**src/hw/rtl/tow_pkg.sv**
```systemverilog
// Package: shared types, constants and control/status bundles of the trajectory compressor
`timescale 1ns / 1ps

package tow_pkg;

	localparam int COORD_WIDTH    = 32;
	localparam int WINDOW_DEPTH_D = 64;
	localparam int DIST_W         = 24;
	localparam int PERIOD_W       = 16;
	localparam int STAMP_W        = 32;
	localparam int FLOOR_W        = 8;
	localparam int MAP_W          = 16;
	localparam int CFG_IDX_W      = 2;
	localparam int CFG_DATA_W     = 24;

	localparam logic [CFG_IDX_W-1:0] REG_MAX_DISTANCE  = 2'd0;
	localparam logic [CFG_IDX_W-1:0] REG_SAMPLE_PERIOD = 2'd1;

	localparam logic [DIST_W-1:0]   MAX_DISTANCE_RST  = 24'd256;
	localparam logic [PERIOD_W-1:0] SAMPLE_PERIOD_RST = 16'd1;

	typedef struct packed {
		logic signed [COORD_WIDTH-1:0] pos_x;
		logic signed [COORD_WIDTH-1:0] pos_y;
		logic [STAMP_W-1:0]            stamp;
		logic [FLOOR_W-1:0]            floor_id;
		logic [MAP_W-1:0]              map_mark;
		logic                          end_of_trace;
	} point_in_t;

	typedef struct packed {
		logic signed [COORD_WIDTH-1:0] out_x;
		logic signed [COORD_WIDTH-1:0] out_y;
		logic [STAMP_W-1:0]            out_stamp;
		logic [FLOOR_W-1:0]            out_floor;
		logic [MAP_W-1:0]              out_map;
		logic                          compressed;
		logic                          last_of_run;
	} point_out_t;

	typedef enum logic [2:0] {
		ST_IDLE,
		ST_PREP,
		ST_SCAN,
		ST_DRAIN,
		ST_EMIT_PREV,
		ST_EMIT_IN,
		ST_COMMIT
	} ctl_state_t;

	typedef struct packed {
		logic load_in;
		logic clear_dev;
		logic scan_start;
		logic scan_step;
		logic emit_prev;
		logic emit_in;
		logic emit_comp;
		logic emit_last;
		logic commit;
	} ctl_cmd_t;

	typedef struct packed {
		logic seen_first;
		logic near;
		logic same_run;
		logic count_zero;
		logic full;
		logic scan_end;
		logic pipe_busy;
		logic dev;
		logic out_free;
		logic eot;
	} dp_status_t;

endpackage

```
**src/hw/rtl/tow_ctrl.sv**
```systemverilog
// Controller: sequences one point through prepare, window scan, emits and commit
`timescale 1ns / 1ps

module tow_ctrl import tow_pkg::*; (
	input  logic       clk,
	input  logic       arst_n,
	input  logic       pt_valid,
	output logic       pt_ready,
	input  dp_status_t status,
	output ctl_cmd_t   cmd
);

	ctl_state_t state_q, state_d;
	logic       prep_cnt_q;
	logic       bad;

	// State register and prepare counter
	always_ff @(posedge clk or negedge arst_n) begin
		if (!arst_n) begin
			state_q    <= ST_IDLE;
			prep_cnt_q <= 1'b0;
		end else begin
			state_q    <= state_d;
			prep_cnt_q <= (state_q == ST_PREP) ? ~prep_cnt_q : 1'b0;
		end
	end

	assign bad = status.dev || status.full;

	// Next state and commands
	always_comb begin
		state_d        = state_q;
		cmd            = '0;
		pt_ready       = 1'b0;
		unique case (state_q)
			ST_IDLE: begin
				pt_ready = 1'b1;
				if (pt_valid) begin
					cmd.load_in = 1'b1;
					state_d     = ST_PREP;
				end
			end
			ST_PREP: begin
				cmd.clear_dev  = 1'b1;
				cmd.scan_start = 1'b1;
				if (prep_cnt_q) begin
					if (!status.seen_first)
						state_d = ST_EMIT_IN;
					else if (status.same_run)
						state_d = ST_SCAN;
					else if (!status.count_zero)
						state_d = ST_EMIT_PREV;
					else
						state_d = ST_EMIT_IN;
				end
			end
			ST_SCAN: begin
				if (status.scan_end)
					state_d = ST_DRAIN;
				else
					cmd.scan_step = 1'b1;
			end
			ST_DRAIN: begin
				if (!status.pipe_busy) begin
					if (bad)
						state_d = ST_EMIT_PREV;
					else if (status.eot)
						state_d = ST_EMIT_IN;
					else
						state_d = ST_COMMIT;
				end
			end
			ST_EMIT_PREV: begin
				if (status.out_free) begin
					cmd.emit_prev = 1'b1;
					cmd.emit_comp = 1'b1;
					cmd.emit_last = status.same_run && !status.eot;
					if (status.same_run && !status.eot)
						state_d = ST_COMMIT;
					else
						state_d = ST_EMIT_IN;
				end
			end
			ST_EMIT_IN: begin
				if (status.out_free) begin
					cmd.emit_in   = 1'b1;
					cmd.emit_comp = !status.seen_first || status.near;
					cmd.emit_last = 1'b1;
					state_d       = ST_COMMIT;
				end
			end
			ST_COMMIT: begin
				cmd.commit = 1'b1;
				state_d    = ST_IDLE;
			end
			default: state_d = ST_IDLE;
		endcase
	end

endmodule

```
**config.mk**
```make
export PLATFORM = sky130hd
export DESIGN_NAME = tow_ctrl
export DESIGN_NICKNAME = d
export VERILOG_FILES = /design/src/hw/rtl/tow_pkg.sv /design/src/hw/rtl/tow_ctrl.sv
export SDC_FILE = /design/constraint.sdc
export NUM_CORES = 1
export LEC_CHECK = 0
export BUFFER_PORTS_ARGS = -buffer_cell sky130_fd_sc_hd__buf_2
export CAP_MARGIN = 5
export CORE_AREA = 8 8 45 47
export CTS_CLUSTER_SIZE = 24
export DETAILED_ROUTE_END_ITERATION = 8
export DIE_AREA = 0 0 53 55
export PLACE_DENSITY = 0.57
export REMOVE_ABC_BUFFERS = 1
export SETUP_SLACK_MARGIN = 0.05
export SYNTH_ARGS = -nofsm -noshare
export SYNTH_HDL_FRONTEND = slang
export SYNTH_SLANG_ARGS = --single-unit
```
**constraint.sdc**
```tcl
create_clock -name clk -period 1.8 [get_ports clk]
set_input_delay 0.18 -clock clk [delete_from_list [all_inputs] [get_ports clk]]
set_output_delay 0.18 -clock clk [all_outputs]
set_load 0.01 [all_outputs]
```
Word-level counts from Yosys, hierarchy flattened
Index checks and enable logic that the tools add are counted.
{"block": "word_totals", "inputBits": 13, "ff_bits": 4}
{"block": "op_classes", "reduce_logical": 7, "bitwise": 1, "muxes": 27, "n_eq_ne": 12}
{"op": "two-way mux 3 bit", "count": 9}
{"op": "one-hot mux 3 bit (6 select lines)", "count": 1}
{"op": "!= test 2 bit (second input constant)", "count": 6}
{"op": "two-way mux 1 bit", "count": 11}
{"op": "two-way mux 2 bit", "count": 5}
{"op": "equality test 3 bit (second input constant)", "count": 3}
{"op": "equality test 3 x 2 -> 1 bit (second input constant)", "count": 2}
{"op": "AND reduction 6 bit", "count": 1}
{"op": "one-hot mux 2 bit (2 select lines)", "count": 1}
{"op": "equality test 3 x 1 -> 1 bit (second input constant)", "count": 1}
{"op": "logical NOT 3 bit", "count": 1}
{"op": "logical NOT 1 bit", "count": 2}
{"op": "logical OR 1 bit", "count": 2}
{"op": "logical AND 1 bit", "count": 1}
{"op": "inverter 1 bit", "count": 1}

Longest topological paths before layout
{"block": "depth", "word_depth": 5, "ltp_mapped": 5, "mapped_depth_nobuf": 4}

Worst setup path after synthesis
Ideal clock, no wire load.
{"block": "synth_path", "path_kind": "reg2out", "from": "register state_q[1]", "to": "output port cmd[7] (netlist bit)", "path_buffers": 1, "path_stages_with_launch": 5, "path_slack_ns": 0.639, "arrival_time_ns": 0.981, "cell_sequence": "dfrtp_1 -> nor2_1 -> nand2_1 -> inv_1 -> buf_4"}
{"element": "start, declared", "line_no": "tow_ctrl.sv:13", "source": "ctl_state_t state_q, state_d;"}
{"element": "start signal, assigned", "line_no": "tow_ctrl.sv:23", "source": "state_q <= state_d;"}
{"element": "end, declared", "line_no": "tow_ctrl.sv:10", "source": "output ctl_cmd_t cmd"}

==> results summary <==
Dividing the detail-routed wire length by the instance count gives roughly 12 microns. TritonCTS built the clock tree. The data arrival time at the worst-slack endpoint came out at between 1 and 1.5 ns. The cell area after synthesis came out at about 350 sq um.

The total power consumption of the routed design came out at 0.733 mW. For this run, the register share of the synthesized area comes to between 20 and 30%. The clock tree buffer depth is 2. The hold violation total from the final report came to 0. The floorplan die height is approximately 55 microns. The aggregate routed wire length came out at 1.06 mm. The mean number of vias per cell is 4.68. Once the clock tree was built, the resizer swapped 0 gates to a different size. The number of global-route vias before repair came out at 371. The root buffer cell chosen for the clock tree is clkbuf_4.

In this run the tool buffered the top-level ports with 22 buffer cells. In this run the worst path has a maximum fanout of 8. The detailed router's first-iteration violation count came out at 5. The remaining design rule violation count came out at 0.

For the worst-skew pair, the clock arrives at the later sink with an insertion delay of approximately 0.24 ns. The setup TNS after final layout is 0 ns. The cell depth of the worst flop-to-flop path is 4.

The number of antenna violations at the first check in global routing came to 0. Yosys mapped the design onto 25 distinct sky130hd cell types. The number of buffers created by CTS is 3. The synthesized design contains 4 register bits. The initial cell density of the core is 25.4%. The critical path goes through nor2_1 > nand2_1 > inv_1 > buf_2.

The worst endpoint required time came out at 1.62 ns. The largest net degree at the start of global routing is 13. Setup repair after global routing left no endpoint under its margin. In this run the remaining antenna-violating nets after routing total 0. The stage delay of the slowest cell on the critical path is 0.46 ns. The number of warnings printed during yosys synthesis is 0.

The final number of max-transition violations is 0. The global-route usage over all layers came out at 7.34%. The flow ran to the end, and the final reports show no timing, DRC or antenna violations.

Of the cells placed in the final design, the portion with a size suffix greater than 1 is 46.4%. The weighted congestion at the end of routability-driven global placement came out at around 0.78. After global routing the overflow that remains totals 0.

The floorplan core area came out at between 0.001 and 0.0015 sq mm. The worst setup path is captured at an output port. The number of antenna cells inserted is 0. The net count of the finished layout is 84. The static leakage is 0.276 nW.

The first-pass GRT wire length is 1.52 mm. The worst register-to-register path has a setup slack of ~0.47 ns. The total via count in the routed design is approximately 400. From synthesis to final layout, the design area changed by 42.0%.

The number of search-and-repair iterations in the first detailed-routing pass is 2. The mean instance size in the synthesized netlist came out at about 8 sq um. The half-perimeter wire length after placement came out at ~840 microns. The endpoint identified for the worst register-to-register timing path is state_q[0]. The total number of H-tree levels came out at 1. The worst pin sits at a relative slew slack of 72.0%. The achievable frequency is ~650 MHz. The count of final setup violators came out at 0. The worst-case IR drop observed on VDD is 0.000579 V. The critical path's top delay family is flip-flops. Clock skew on the completed layout was measured at a little over 0.007 ns. Row generation in the floorplan step produced 14 rows.

The class of the most critical setup path is flop to output port. Measured along the x axis, the die boundary spans 53 microns. The cell count after synthesis came out at 45. The clock period minus final worst setup slack came out at 1.54 ns. The measured slew at the worst slew-check pin is 0.420 ns. The number of sinks on the clock net came out at 4. The count of buffering cells on the critical path with inverters included came out at 2.

The die covers just under 0.003 sq mm. In this run the critical register-to-register path is launched from state_q[0]. The power per cell area came out at 1470 mW/mm^2. The top-level port count came out at 23.

The class of the tightest hold or removal check is input port to async pin. The largest individual stage delay along the critical path comes from the cell dfrtp_1. Of the available clock period, the critical path in the final layout requires 85.5%. Max-cap violations in this run came to 0.

The worst setup path is launched from a flop. Clock-pin slew was measured on the worst setup and hold paths at 0.04 ns.
-- synthesized netlist by cell type --
library cell | instances | area share, %
nand2_1 | 2 | 2.1
inv_1 | 5 | 5.3
dfrtp_1 | 4 | 28
o21bai_1 | 1 | 2.1
o22ai_1 | 2 | 3.6
buf_4 | 2 | 4.3
and3_1 | 1 | 1.8
mux2i_1 | 2 | 5.7
nand2b_2 | 1 | 2.5
nand4bb_1 | 1 | 3.2
nor3_1 | 2 | 2.8
a31oi_1 | 2 | 3.6
a21oi_2 | 1 | 2.5
nand2_2 | 1 | 1.8
and3_2 | 1 | 2.1
nand3_1 | 2 | 2.8
nor3b_1 | 1 | 2.1
o221ai_1 | 1 | 2.5
nand2b_1 | 1 | 1.8
nor2_1 | 6 | 6.4
a211oi_2 | 1 | 3.6
inv_2 | 1 | 1.1
or2_4 | 1 | 2.5
a21oi_1 | 2 | 2.8
a221oi_1 | 1 | 2.5
-- power breakdown --
part	switching [mW]	total (mW)	internal [mW]
clock	0.0430	0.118	0.0750
sequential	0.0928	0.223	0.130
combinational	0.207	0.392	0.186
total	0.342	0.733	0.391
-- routing by layer --
layer | global-route usage (%) | vias to the layer above | share of wire (%)
met5 | 0 | - | 0
met2 | 9.57 | 15 | 46
met4 | 7.76 | 0 | 0
met1 | 8.42 | 177 | 44
li1 | - | 206 | -
met3 | 3.21 | 0 | 10
-- worst register-to-register path: stages, from the launching register on --
cell and delay [ns]:
dfrtp_1 0.59, or2_4 0.21, a21oi_2 0.05, a211oi_2 0.21, mux2i_1 0.20
-- cell usage in the layout, fill, tap and decap left out, types with 2 or more instances in the layout --
cell      instances
a21oi_1           2
a31oi_1           2
buf_2            22
clkbuf_4          3
dfrtp_1           4
inv_1             5
mux2i_1           2
nand2_1           2
nand3_1           2
nor2_1            6
nor3_1            2
o22ai_1           2
-- stage by stage --
step	util (%)	instance area, sq um	std cells	hold slack (ns)	worst slack (ns)
final	36.1	499	85	0.261	0.260
after global routing	36.1	499	85	0.259	0.163
after CTS	36.1	499	85	0.256	0.250
after detailed placement	33.7	467	81	-0.0125	0.461
after global placement	33.7	467	81	-0.0118	0.522
after floorplan	-	337	43	-0.116	0.595
-- worst max-delay path by stage --
stage	to	slack, ns	cells after the start	from
finish	cmd[7]	0.26	4	state_q[2]
global route	cmd[7]	0.16	4	state_q[1]
CTS	cmd[7]	0.25	4	state_q[1]
detailed placement	state_q[0]	0.46	4	state_q[0]
global placement	state_q[0]	0.52	4	state_q[0]
floorplan	state_q[0]	0.59	4	state_q[0]
-- registers in the layout, indices dropped and copies added (netlist names) --
name	cells
prep_cnt_q	1
state_q	3
-- area by class of cell --
cell class | count | area [sq um]
Clock buffer | 3 | 22.5
Fill cell | 145 | 885
Inverter | 6 | 22.5
Multi-Input combinational cell | 33 | 214
Sequential cell | 4 | 100
Tap cell | 16 | 20.0
Timing Repair Buffer | 23 | 120
-- repair_timing --
item | 4_1_cts | 5_1_grt
endpoints found under the hold margin | 4 | 0
buffers inserted | 0 | 0
hold buffers | 1 | 0
-- cells by family (layout without fill, tap and decap cells) --
| kind of cell | Yosys count | count (layout) | share of synthesized area, % |
|---|---|---|---|
| buffers and inverters | 8 | 32 | 10.7 |
| AND/OR/NAND/NOR | 20 | 20 | 32.0 |
| AO/OA/AOI/OAI | 11 | 11 | 23.1 |
| flip-flops | 4 | 4 | 28.5 |
| multiplexers | 2 | 2 | 5.69 |
Note: power is estimated with default switching activity, not from simulation.
